## config.mk

```make
export PLATFORM = sky130hd
export DESIGN_NAME = windowed_burst_delay_impairment
export DESIGN_NICKNAME = d
export VERILOG_FILES = /design/src/hw/rtl/wbd_pkg.sv /design/src/hw/rtl/windowed_burst_delay_impairment.sv /design/src/hw/rtl/wbd_hold_mem.sv /design/src/hw/rtl/wbd_seq.sv
export SDC_FILE = /design/constraint.sdc
export NUM_CORES = 2
export LEC_CHECK = 0
export BUFFER_PORTS_ARGS = -buffer_cell sky130_fd_sc_hd__clkbuf_2
export CORE_MARGIN = 4
export CORE_UTILIZATION = 40
export DETAILED_ROUTE_END_ITERATION = 8
export MAX_ROUTING_LAYER = met4
export PLACE_DENSITY = 0.62
export SYNTH_ARGS = -nofsm -noshare
export SYNTH_HDL_FRONTEND = slang
export SYNTH_HIERARCHICAL = 1
export SYNTH_SLANG_ARGS = --single-unit
export TNS_END_PERCENT = 100
```

## constraint.sdc

```tcl
create_clock -name i_clk -period 9.75 [get_ports i_clk]
set_input_delay 1.4625 -clock i_clk [delete_from_list [all_inputs] [get_ports i_clk]]
set_output_delay 1.4625 -clock i_clk [all_outputs]
set_load 0.03 [all_outputs]
```

## src/hw/rtl/wbd_pkg.sv

```systemverilog
// ============================================================================
// Windowed burst delay package
// Shared types, register indexes and field widths of the burst delay block.
// ============================================================================
package wbd_pkg;

    localparam int ID_W    = 32;
    localparam int SEQ_W   = 16;
    localparam int TRIG_W  = 6;
    localparam int DRAW_W  = 7;
    localparam int CNT_W   = 12;
    localparam int LEN_W   = 6;
    localparam int IN_W    = 64;
    localparam int OUT_W   = 48;
    localparam int ADDR_W  = 4;

    localparam logic [CNT_W-1:0] COUNT_MAX = 12'd4095;

    localparam logic [1:0] REG_FIRST_END    = 2'd0;
    localparam logic [1:0] REG_SECOND_START = 2'd1;
    localparam logic [1:0] REG_SECOND_END   = 2'd2;

    typedef struct packed {
        logic [CNT_W-1:0] first_end;
        logic [CNT_W-1:0] second_start;
        logic [CNT_W-1:0] second_end;
    } t_cfg;

    typedef struct packed {
        logic [ID_W-1:0]  id;
        logic [SEQ_W-1:0] seq;
    } t_entry;

    typedef enum logic [1:0] {
        PH_IDLE,
        PH_FILL,
        PH_RELEASE
    } t_phase;

    typedef enum logic [1:0] {
        ST_IDLE,
        ST_READ,
        ST_LOAD,
        ST_LAST
    } t_state;

endpackage

```

## src/hw/rtl/windowed_burst_delay_impairment.sv

```systemverilog
// ============================================================================
// Windowed burst delay impairment
// Holds bursts of packets inside packet-count windows and releases them in
// order ahead of the next packet.
// ============================================================================
// Packets enter on the s_ stream, one word per packet; verdicts leave on the
// m_ stream, one word per accepted packet, with tuser set on a word released
// from hold and tlast on the final word caused by an input packet.
// A passed packet is accepted in the idle state and its word is loaded into
// the output word register from the last state, so a new packet is taken
// only after the word of the previous one is loaded. A packet that is stored
// in the hold memory gives no word and leaves the sequencer idle. The packet
// after a full burst drains the hold memory entry by entry, through a read
// state and a load state of the registered read port, then emits itself.
// s_tready is low while a release or an output word is being sequenced.
// When the receiver stalls, the output word register holds its word and the
// sequencer waits; a new packet is taken only once the last word is loaded.
// Reset clears the packet counter, the burst state and the output valid and
// sets the window registers to 500, 1500 and 2500. The hold memory is not
// cleared; it is always written before it is read.
// ============================================================================
module windowed_burst_delay_impairment
    import wbd_pkg::*;
#(
    parameter int HOLD_DEPTH = 64
) (
    input  logic              i_clk,
    input  logic              i_rst_n,
    input  logic              s_tvalid,
    output logic              s_tready,
    // [31:0] packet_id, [47:32] sequence_number, [53:48] trigger_draw,
    // [60:54] burst_draw, [63:61] zero
    input  logic [IN_W-1:0]   s_tdata,
    output logic              m_tvalid,
    input  logic              m_tready,
    // [31:0] accepted_id, [47:32] accepted_sequence
    output logic [OUT_W-1:0]  m_tdata,
    // [0] was_delayed
    output logic              m_tuser,
    output logic              m_tlast,
    input  logic              psel,
    input  logic              penable,
    input  logic              pwrite,
    input  logic [ADDR_W-1:0] paddr,
    input  logic [31:0]       pwdata,
    output logic [31:0]       prdata,
    output logic              pready
);

    localparam int AW = (HOLD_DEPTH > 1) ? $clog2(HOLD_DEPTH) : 1;

    t_cfg          r_cfg;
    logic          cfg_write;
    logic [1:0]    reg_idx;
    t_entry        in_entry;
    t_entry        out_entry;
    t_entry        wdata;
    t_entry        rdata;
    logic          we;
    logic [AW-1:0] waddr;
    logic [AW-1:0] raddr;

    assign pready    = 1'b1;
    assign reg_idx   = paddr[3:2];
    assign cfg_write = psel && penable && pwrite && pready;

    always_ff @(posedge i_clk) begin
        if (!i_rst_n) begin
            r_cfg.first_end    <= CNT_W'(500);
            r_cfg.second_start <= CNT_W'(1500);
            r_cfg.second_end   <= CNT_W'(2500);
        end else if (cfg_write) begin
            case (reg_idx)
                REG_FIRST_END:    r_cfg.first_end    <= pwdata[CNT_W-1:0];
                REG_SECOND_START: r_cfg.second_start <= pwdata[CNT_W-1:0];
                REG_SECOND_END:   r_cfg.second_end   <= pwdata[CNT_W-1:0];
                default: ;
            endcase
        end
    end

    always_comb begin
        case (reg_idx)
            REG_FIRST_END:    prdata = 32'(r_cfg.first_end);
            REG_SECOND_START: prdata = 32'(r_cfg.second_start);
            REG_SECOND_END:   prdata = 32'(r_cfg.second_end);
            default:          prdata = '0;
        endcase
    end

    assign in_entry.id  = s_tdata[31:0];
    assign in_entry.seq = s_tdata[47:32];
    assign wdata        = in_entry;

    wbd_seq #(
        .HOLD_DEPTH (HOLD_DEPTH),
        .AW         (AW)
    ) u_seq (
        .i_clk         (i_clk),
        .i_rst_n       (i_rst_n),
        .i_cfg         (r_cfg),
        .i_in_valid    (s_tvalid),
        .o_in_ready    (s_tready),
        .i_in_entry    (in_entry),
        .i_trig        (s_tdata[53:48]),
        .i_draw        (s_tdata[60:54]),
        .o_we          (we),
        .o_waddr       (waddr),
        .o_raddr       (raddr),
        .i_rdata       (rdata),
        .o_out_valid   (m_tvalid),
        .i_out_ready   (m_tready),
        .o_out_entry   (out_entry),
        .o_out_delayed (m_tuser),
        .o_out_last    (m_tlast)
    );

    wbd_hold_mem #(
        .DEPTH (HOLD_DEPTH),
        .AW    (AW)
    ) u_hold_mem (
        .i_clk   (i_clk),
        .i_we    (we),
        .i_waddr (waddr),
        .i_wdata (wdata),
        .i_raddr (raddr),
        .o_rdata (rdata)
    );

    assign m_tdata = {out_entry.seq, out_entry.id};

endmodule

```

## src/hw/rtl/wbd_hold_mem.sv

```systemverilog
// ============================================================================
// Hold memory
// One write port and one registered read port for held packet entries.
// ============================================================================
module wbd_hold_mem
    import wbd_pkg::*;
#(
    parameter int DEPTH = 64,
    parameter int AW    = 6
) (
    input  logic          i_clk,
    input  logic          i_we,
    input  logic [AW-1:0] i_waddr,
    input  t_entry        i_wdata,
    input  logic [AW-1:0] i_raddr,
    output t_entry        o_rdata
);

    t_entry r_mem [DEPTH];
    t_entry r_rdata;

    always_ff @(posedge i_clk) begin
        if (i_we) begin
            r_mem[i_waddr] <= i_wdata;
        end
        r_rdata <= r_mem[i_raddr];
    end

    assign o_rdata = r_rdata;

endmodule

```

## src/hw/rtl/wbd_seq.sv

```systemverilog
// ============================================================================
// Burst delay sequencer
// Packet counter, window check, hold fill and release sequencing, and the
// output word register.
// ============================================================================
module wbd_seq
    import wbd_pkg::*;
#(
    parameter int HOLD_DEPTH = 64,
    parameter int AW         = 6
) (
    input  logic              i_clk,
    input  logic              i_rst_n,
    input  t_cfg              i_cfg,
    input  logic              i_in_valid,
    output logic              o_in_ready,
    input  t_entry            i_in_entry,
    input  logic [TRIG_W-1:0] i_trig,
    input  logic [DRAW_W-1:0] i_draw,
    output logic              o_we,
    output logic [AW-1:0]     o_waddr,
    output logic [AW-1:0]     o_raddr,
    input  t_entry            i_rdata,
    output logic              o_out_valid,
    input  logic              i_out_ready,
    output t_entry            o_out_entry,
    output logic              o_out_delayed,
    output logic              o_out_last
);

    localparam int BURST_CAP = ((HOLD_DEPTH - 1) < 63) ? (HOLD_DEPTH - 1) : 63;

    t_state           r_state, n_state;
    t_phase           r_phase, n_phase;
    logic [CNT_W-1:0] r_count, n_count;
    logic [LEN_W-1:0] r_fill, n_fill;
    logic [LEN_W-1:0] r_len, n_len;
    logic [LEN_W-1:0] r_idx, n_idx;
    t_entry           r_cur;
    logic             r_out_valid;
    t_entry           r_out_entry;
    logic             r_out_delayed;
    logic             r_out_last;

    logic             accept;
    logic             out_free;
    logic             in_window;
    logic             trigger;
    logic [LEN_W-1:0] clamp_len;
    logic [LEN_W-1:0] fill_pos;
    logic [LEN_W-1:0] fill_len;
    logic             filling;
    logic             load_held;
    logic             load_cur;

    assign accept   = i_in_valid && (r_state == ST_IDLE);
    assign out_free = !r_out_valid || i_out_ready;

    always_comb begin
        n_count = (r_count < COUNT_MAX) ? r_count + 1'b1 : r_count;
        in_window = (n_count < i_cfg.first_end) ||
                    ((n_count > i_cfg.second_start) && (n_count < i_cfg.second_end));
        trigger = (r_phase == PH_IDLE) && in_window && (i_trig == '0);
        if (i_draw > DRAW_W'(BURST_CAP)) begin
            clamp_len = LEN_W'(BURST_CAP);
        end else if (i_draw == '0) begin
            clamp_len = LEN_W'(1);
        end else begin
            clamp_len = i_draw[LEN_W-1:0];
        end
        fill_pos = trigger ? '0 : r_fill;
        fill_len = trigger ? clamp_len : r_len;
        filling  = trigger || (r_phase == PH_FILL);
    end

    // Next state.
    always_comb begin
        n_state = r_state;
        n_phase = r_phase;
        n_fill  = r_fill;
        n_len   = r_len;
        n_idx   = r_idx;
        case (r_state)
            ST_IDLE: begin
                if (accept) begin
                    if (filling) begin
                        n_len  = fill_len;
                        n_fill = fill_pos + 1'b1;
                        n_phase = (fill_pos + 1'b1 >= fill_len) ? PH_RELEASE : PH_FILL;
                    end else if (r_phase == PH_RELEASE) begin
                        n_phase = PH_IDLE;
                        n_idx   = '0;
                        n_state = ST_READ;
                    end else begin
                        n_state = ST_LAST;
                    end
                end
            end
            ST_READ: begin
                n_state = ST_LOAD;
            end
            ST_LOAD: begin
                if (out_free) begin
                    if (r_idx == r_len - 1'b1) begin
                        n_state = ST_LAST;
                    end else begin
                        n_idx   = r_idx + 1'b1;
                        n_state = ST_READ;
                    end
                end
            end
            ST_LAST: begin
                if (out_free) begin
                    n_state = ST_IDLE;
                end
            end
            default: begin
                n_state = ST_IDLE;
            end
        endcase
    end

    // Outputs of the sequencer.
    always_comb begin
        o_in_ready = 1'b0;
        load_held  = 1'b0;
        load_cur   = 1'b0;
        case (r_state)
            ST_IDLE: o_in_ready = 1'b1;
            ST_READ: ;
            ST_LOAD: load_held = out_free;
            ST_LAST: load_cur  = out_free;
            default: ;
        endcase
    end

    assign o_we    = accept && filling;
    assign o_waddr = AW'(fill_pos);
    assign o_raddr = AW'(r_idx);

    always_ff @(posedge i_clk) begin
        if (!i_rst_n) begin
            r_state     <= ST_IDLE;
            r_phase     <= PH_IDLE;
            r_count     <= '0;
            r_fill      <= '0;
            r_len       <= '0;
            r_idx       <= '0;
            r_out_valid <= 1'b0;
        end else begin
            r_state <= n_state;
            r_phase <= n_phase;
            r_fill  <= n_fill;
            r_len   <= n_len;
            r_idx   <= n_idx;
            if (accept) begin
                r_count <= n_count;
            end
            if (load_held || load_cur) begin
                r_out_valid <= 1'b1;
            end else if (i_out_ready) begin
                r_out_valid <= 1'b0;
            end
        end
    end

    always_ff @(posedge i_clk) begin
        if (accept) begin
            r_cur <= i_in_entry;
        end
        if (load_held) begin
            r_out_entry   <= i_rdata;
            r_out_delayed <= 1'b1;
            r_out_last    <= 1'b0;
        end else if (load_cur) begin
            r_out_entry   <= r_cur;
            r_out_delayed <= 1'b0;
            r_out_last    <= 1'b1;
        end
    end

    assign o_out_valid   = r_out_valid;
    assign o_out_entry   = r_out_entry;
    assign o_out_delayed = r_out_delayed;
    assign o_out_last    = r_out_last;

endmodule

```

Word level (Yosys, flattened, before mapping)
Memory sizes are Yosys's and may differ from the RTL's. A register that Yosys moved wholly into a read port is not among the register bits.
Index checks and enable logic that the tools add are counted.
{"block": "word_totals", "wordCells": 100, "romBits": 0, "ramBits": 3072, "out_inout_bits": 85, "regBits": 169, "latch_bits": 0, "inputBits": 107, "memories": 1}
{"name": "u_hold_mem.r_mem", "depth": 64, "word_bits": 48, "read_ports": 1, "rd_ports_with_merged_regs": 1, "wr": 1, "line": "wbd_hold_mem.sv:19", "rtl": "t_entry r_mem [DEPTH];"}
{"block": "classes", "mul": 0, "n_eq_ne": 14, "mux": 31, "shift": 0, "n_div": 0, "n_addsub": 4, "order_cmp": 6, "bitwise_logic": 0, "n_reduce_logical": 28}
{"op": "$mux W48", "count": 2}
{"op": "$mux W6", "count": 9}
{"op": "$pmux W12 S3", "count": 1}
{"op": "$lt A12 B12 Y1", "count": 2}
{"op": "$mux W2", "count": 9}
{"op": "$add A12 B1 Y12 const B", "count": 1}
{"op": "$add A6 B1 Y6 const B", "count": 2}
{"op": "$gt A12 B12 Y1", "count": 1}
{"op": "$lt A12 B12 Y1 const B", "count": 1}
{"op": "$mux W12", "count": 1}
{"op": "$pmux W6 S2", "count": 1}
{"op": "$eq A2 B2 Y1 const B", "count": 4}
{"op": "$pmux W2 S4", "count": 1}
{"op": "$reduce_bool A2 Y1", "count": 4}
{"op": "$gt A7 B6 Y1 const B", "count": 1}
{"op": "$logic_and A1 B1 Y1", "count": 7}
{"op": "$logic_not A7 Y1", "count": 1}
{"op": "$mux W1", "count": 7}
{"op": "$eq A2 B1 Y1 const B", "count": 3}
{"op": "$eq A6 B6 Y1", "count": 1}
{"op": "$ge A6 B6 Y1", "count": 1}
{"op": "$logic_not A2 Y1", "count": 3}
{"op": "$logic_not A6 Y1", "count": 1}
{"op": "$ne A2 B1 Y1 const B", "count": 3}
{"op": "8 further kinds", "count": 16}

Longest topological paths before layout
{"block": "depth", "ltp_word": 12, "mapped_depth": 24, "mapped_depth_nobuf": 22}

By module
Netlist, hierarchy kept.
{"mod": "wbd_hold_mem", "n_inst": 1, "cells_per_inst": 4970, "area_per_inst_um2": 117117.3, "seq_area_each_um2": 93209.4}
{"mod": "wbd_seq", "n_inst": 1, "cells_per_inst": 684, "area_per_inst_um2": 6836.6, "seq_area_each_um2": 3623.5}
{"mod": "windowed_burst_delay_impairment", "n_inst": 1, "cells_per_inst": 210, "area_per_inst_um2": 1838.0, "seq_area_each_um2": 720.7}

Least setup slack after synthesis
No wires, ideal clock.
{"block": "synth_path", "path_type": "register to register", "from": "register u_seq.r_count[1]", "to": "memory u_hold_mem/r_mem[48][0] in the netlist's numbering (enable)", "path_buffers": 3, "path_stages_with_launch": 20, "synth_period_minus_slack_ns": 7.624, "t_required_ns": 9.237, "arrival_ns": 7.111, "setup_ns": 0.513, "slack_ns": 2.126, "path_cell_list": "dfxtp_1 > ha_1 > and3_1 > nand3_1 > clkbuf_1 > and2_1 > nand3_1 > xnor2_1 > ha_1 > nand4_1 > nor3_1 > a2111o_1 > or3_4 > o31a_1 > buf_2 > and2_1 > clkbuf_1 > nor2b_1 > nand4b_1 > nor3_1"}
{"block": "synth_between", "word_cells_on_any_way": 15, "cone_classes": "add/sub: 1; order compare: 4; mux: 4; reduce/logical: 6"}
{"item": "start: declaration", "line": "wbd_seq.sv:35", "rtl": "logic [CNT_W-1:0] r_count, n_count;"}
{"item": "start signal: assignment", "line": "wbd_seq.sv:157", "rtl": "r_count <= n_count;"}
{"item": "$add A12 B1 Y12 / $lt A12 B12 Y1 (equally long branches)", "line": "wbd_seq.sv:60", "rtl": "n_count = (r_count < COUNT_MAX) ? r_count + 1'b1 : r_count;"}
{"item": "$mux W12 *", "line": "wbd_seq.sv:60"}
{"item": "named net u_seq.n_count[6]", "line": "wbd_seq.sv:35"}
{"item": "$gt A12 B12 Y1 / $lt A12 B12 Y1 (equally long branches)", "line": "wbd_seq.sv:62", "rtl": "((n_count > i_cfg.second_start) && (n_count < i_cfg.second_end));"}
{"item": "$logic_and A1 B1 Y1", "line": "wbd_seq.sv:62"}
{"item": "$logic_or A1 B1 Y1 *", "line": "wbd_seq.sv:61", "rtl": "in_window = (n_count < i_cfg.first_end) ||"}
{"item": "$logic_and A1 B1 Y1 * (2 in series)", "line": "wbd_seq.sv:63", "rtl": "trigger = (r_phase == PH_IDLE) && in_window && (i_trig == '0);"}
{"item": "$mux W6 *", "line": "wbd_seq.sv:71", "rtl": "fill_pos = trigger ? '0 : r_fill;"}
{"item": "named net waddr[3]", "line": "windowed_burst_delay_impairment.sv:60", "rtl": "logic [AW-1:0] waddr;"}
{"item": "end: declaration", "line": "wbd_hold_mem.sv:19"}
Mark *: on every way through the listed nets, which the timed path passes. The rest lies on a longest branch.

Worst setup path in the final report
{"block": "layout_path", "from": "register u_seq.r_count[0]", "to": "memory u_hold_mem/r_mem[17][14] in the netlist's numbering (enable)"}
Same word-level chain as after synthesis.

==> results.tsv <==
metric	value	unit
via count	62800	
Worst IR Drop VDD	0.140	mV
Worst Skew	76.7	ps
Arrival @ worst endpoint	7730	ps
total global-route track usage	20.8	%
FF+latch count, synth	3289	
most frequent cell after synthesis	edfxtp_1	
Die Wd	569	um
power density over cell area	214	nW/um^2
Detail Route Antenna Nets	0	
Fin Setup TNS	0	ps
Hold WS	476	ps
number of global-route vias before repair	62600	
Worst-Skew Late Latency	920	ps
most frequent cells after synthesis	3168 x edfxtp_1, 754 x mux4_2, 264 x nand2_1, 194 x nor2_1, 122 x o22ai_1	
Cell Area, Synth	126000	um^2
clock slew seen by the registers of the worst setup and hold paths	60	ps
max_cap viols	0	
run status	complete, no violations	
part of the Yosys area used for sequential elements	77.6	%
Clock Tree Root	clkbuf_16	
area grow syn2layout	14.0	%
initial antenna violation count	15	
core area	312000	um^2
Slew @ Worst Pin	1400	ps
initial detailed-routing violation count	7727	
normalized max-slew margin	6.51	%
cell leakage power	44.4	nW
crit start category	flop	
HPWL Detailed	186	mm
Hold Fails Final Rpt	0	
Final Setup Violations	0	
Min-Delay Path Class	flop to flop	
number of synthesis warnings	6	
Post-CTS Setup Inserts	0	
GPL Wtd Cong	0.843	
largest net degree at the start of global routing	107	
Slew Viols, Final	0	
cts hold-fix bufs	0	
TritonCTS Sinks	3289	
# IOs	192	
Async S/R FF share, synth	0	%
Die Y	569	um
dpl cells	10000	
CP max FO	30	
Clock Tree Buf Depth	4	
cts bufs inserted	341	
cells resized by post-CTS repair	0	
Synth area leaders	edfxtp_1 76%, mux4_2 13%, dfxtp_1 1.9%, mux2i_1 0.89%, nand2_1 0.79%	
Die ar.	324000	um^2
CP Capture Type	flop	
f_max	0.139	GHz
DRC viols	0	
H-tree depth	5	
final worst path period need	7210	ps
detailed-router iteration count before antenna repair	6	
row count	205	
TritonCTS clock tree	yes	
fraction of layout cells with a size suffix above 1	26.4	%
synth unique cells	77	
Crit path required time	10270	ps
IO buf count	145	
Post-synth top flop	edfxtp_1	
Avg Cell Area, Syn	21.5	um^2
initial cell density of the core	40.3	%
first-pass GRT wire length	472	mm
grt ovf	0	
RSZ-0062 raised after global routing	false	
Final Non-Filler Cells	10700	
Synth top area share	75.6	%
Crit Path Category	flop to flop	
wire per inst	31.2	um
Syn Inst Count	5864	
NumNets Final	6382	
FILL cells	25700	
routed vias/inst	5.89	
Post-Route WL	332	mm
crit share post-route	74.0	%
largest area contributor in the netlist	edfxtp_1	
EDFF count, synth	3168	
## final cells by class
cell class | count | area [um^2] | area share (%)
Sequential cell | 3289 | 97600 | 68.0
Multi-Input combinational cell | 2206 | 26800 | 18.7
Clock buffer | 437 | 9090 | 6.34
Tap cell | 4140 | 5180 | 3.61
Timing Repair Buffer | 345 | 2350 | 1.64
Clock inverter | 188 | 2210 | 1.54
Inverter | 48 | 183 | 0.127
Antenna cell | 9 | 22.5 | 0.0157
## metrics by stage
stage	setup slack [ps]	total power [W]	utilization, %	instance area [um^2]
global route	2190	0.0317	45.9	143000
CTS	2550	0.0309	45.9	143000
finish	2540	0.0307	45.9	143000
detailed placement	2520	0.0179	42.3	132000
floorplan	2130	0.0172	-	126000
global placement	2610	0.0179	42.3	132000
## layout by cell type, fill, tap and decap left out, types with 14 or more instances in the layout
| master | count |
|---|---|
| edfxtp_1 | 3168 |
| dfxtp_1 | 115 |
| inv_1 | 45 |
| o21ai_0 | 38 |
| nor2_1 | 129 |
| a211oi_1 | 33 |
| clkbuf_16 | 345 |
| bufinv_16 | 39 |
| o22ai_1 | 122 |
| nand3_1 | 27 |
| mux2i_1 | 112 |
| a22oi_1 | 72 |
| mux4_2 | 754 |
| nor2b_1 | 28 |
| conb_1 | 21 |
| buf_4 | 190 |
| nand2_1 | 261 |
| nor2_4 | 65 |
| nor3_1 | 20 |
| clkinv_1 | 68 |
| a22o_1 | 57 |
| mux2_2 | 14 |
| a21oi_1 | 100 |
| ha_1 | 44 |
| a221oi_1 | 84 |
| o221ai_1 | 28 |
| clkbuf_1 | 81 |
| xor2_1 | 15 |
| clkbuf_2 | 137 |
| clkinv_2 | 46 |
## sequential cells by signal (all words and copies together) (netlist names)
register	count
u_seq/o_out_last	1
u_seq/r_cur	48
u_seq/o_out_entry	48
u_seq/r_phase	2
r_cfg	36
u_seq/o_raddr	6
u_seq/r_state	2
u_seq/r_fill	6
u_seq/o_out_valid	1
u_hold_mem/r_mem	3072
u_hold_mem/o_rdata	48
u_seq/r_count	12
u_seq/r_len	6
u_seq/o_out_delayed	1
## worst max-delay path, stage by stage, from the launching register on
cell and delay (ps):
dfxtp_1 530, ha_1 240, and3_1 230, nand3_1 340, and2_1 360, nand3_1 120
xnor2_1 200, ha_1 320, nand4_1 140, nor3_1 90, a2111o_1 430, or3_4 410
o31a_1 130, buf_4 210, and2_1 380, nor2_1 210, nand3_1 660, nor2_4 1080
buf_4 720
## report_power, final
part | leakage [nW] | total, W | internal (W) | switching (W)
sequential | 29.5 | 0.0157 | 0.0156 | 0.0000521
clock | 5.48 | 0.0131 | 0.00767 | 0.00542
combinational | 9.38 | 0.00190 | 0.000751 | 0.00115
## path summary, 6_finish.rpt
kind,startpoint,slack (ps),depth (start not counted),endpoint
worst max-delay path,u_seq/r_count[0],2540,18,u_hold_mem/r_mem[17][14]
worst min-delay path,u_seq/o_out_last,480,1,u_seq/o_out_last
worst max register to register,u_seq/r_count[0],2540,18,u_hold_mem/r_mem[17][14]
worst min register to register,u_seq/o_out_last,480,1,u_seq/o_out_last
## layer usage
layer  part of all wire, %  vias to the layer above  track usage, %
met5                     0                        -               -
met4                   3.0                        0            6.35
met3                   7.4                      488            2.62
met2                    49                     2924            32.5
met1                    41                    34000            28.7
li1                      -                    25300               -
## kinds of logic after synthesis
| family | after synthesis | share of synthesized area [%] |
|---|---|---|
| flops | 3289 | 77.6 |
| mux | 880 | 14.5 |
| simple gates | 632 | 2.26 |
| compound gates | 602 | 3.43 |
| buf+inv | 388 | 1.61 |
| fa+ha+maj | 44 | 0.438 |
| xor+xnor | 27 | 0.188 |
| other cells | 2 | 0.00597 |
(Power assumes the default switching activity.)
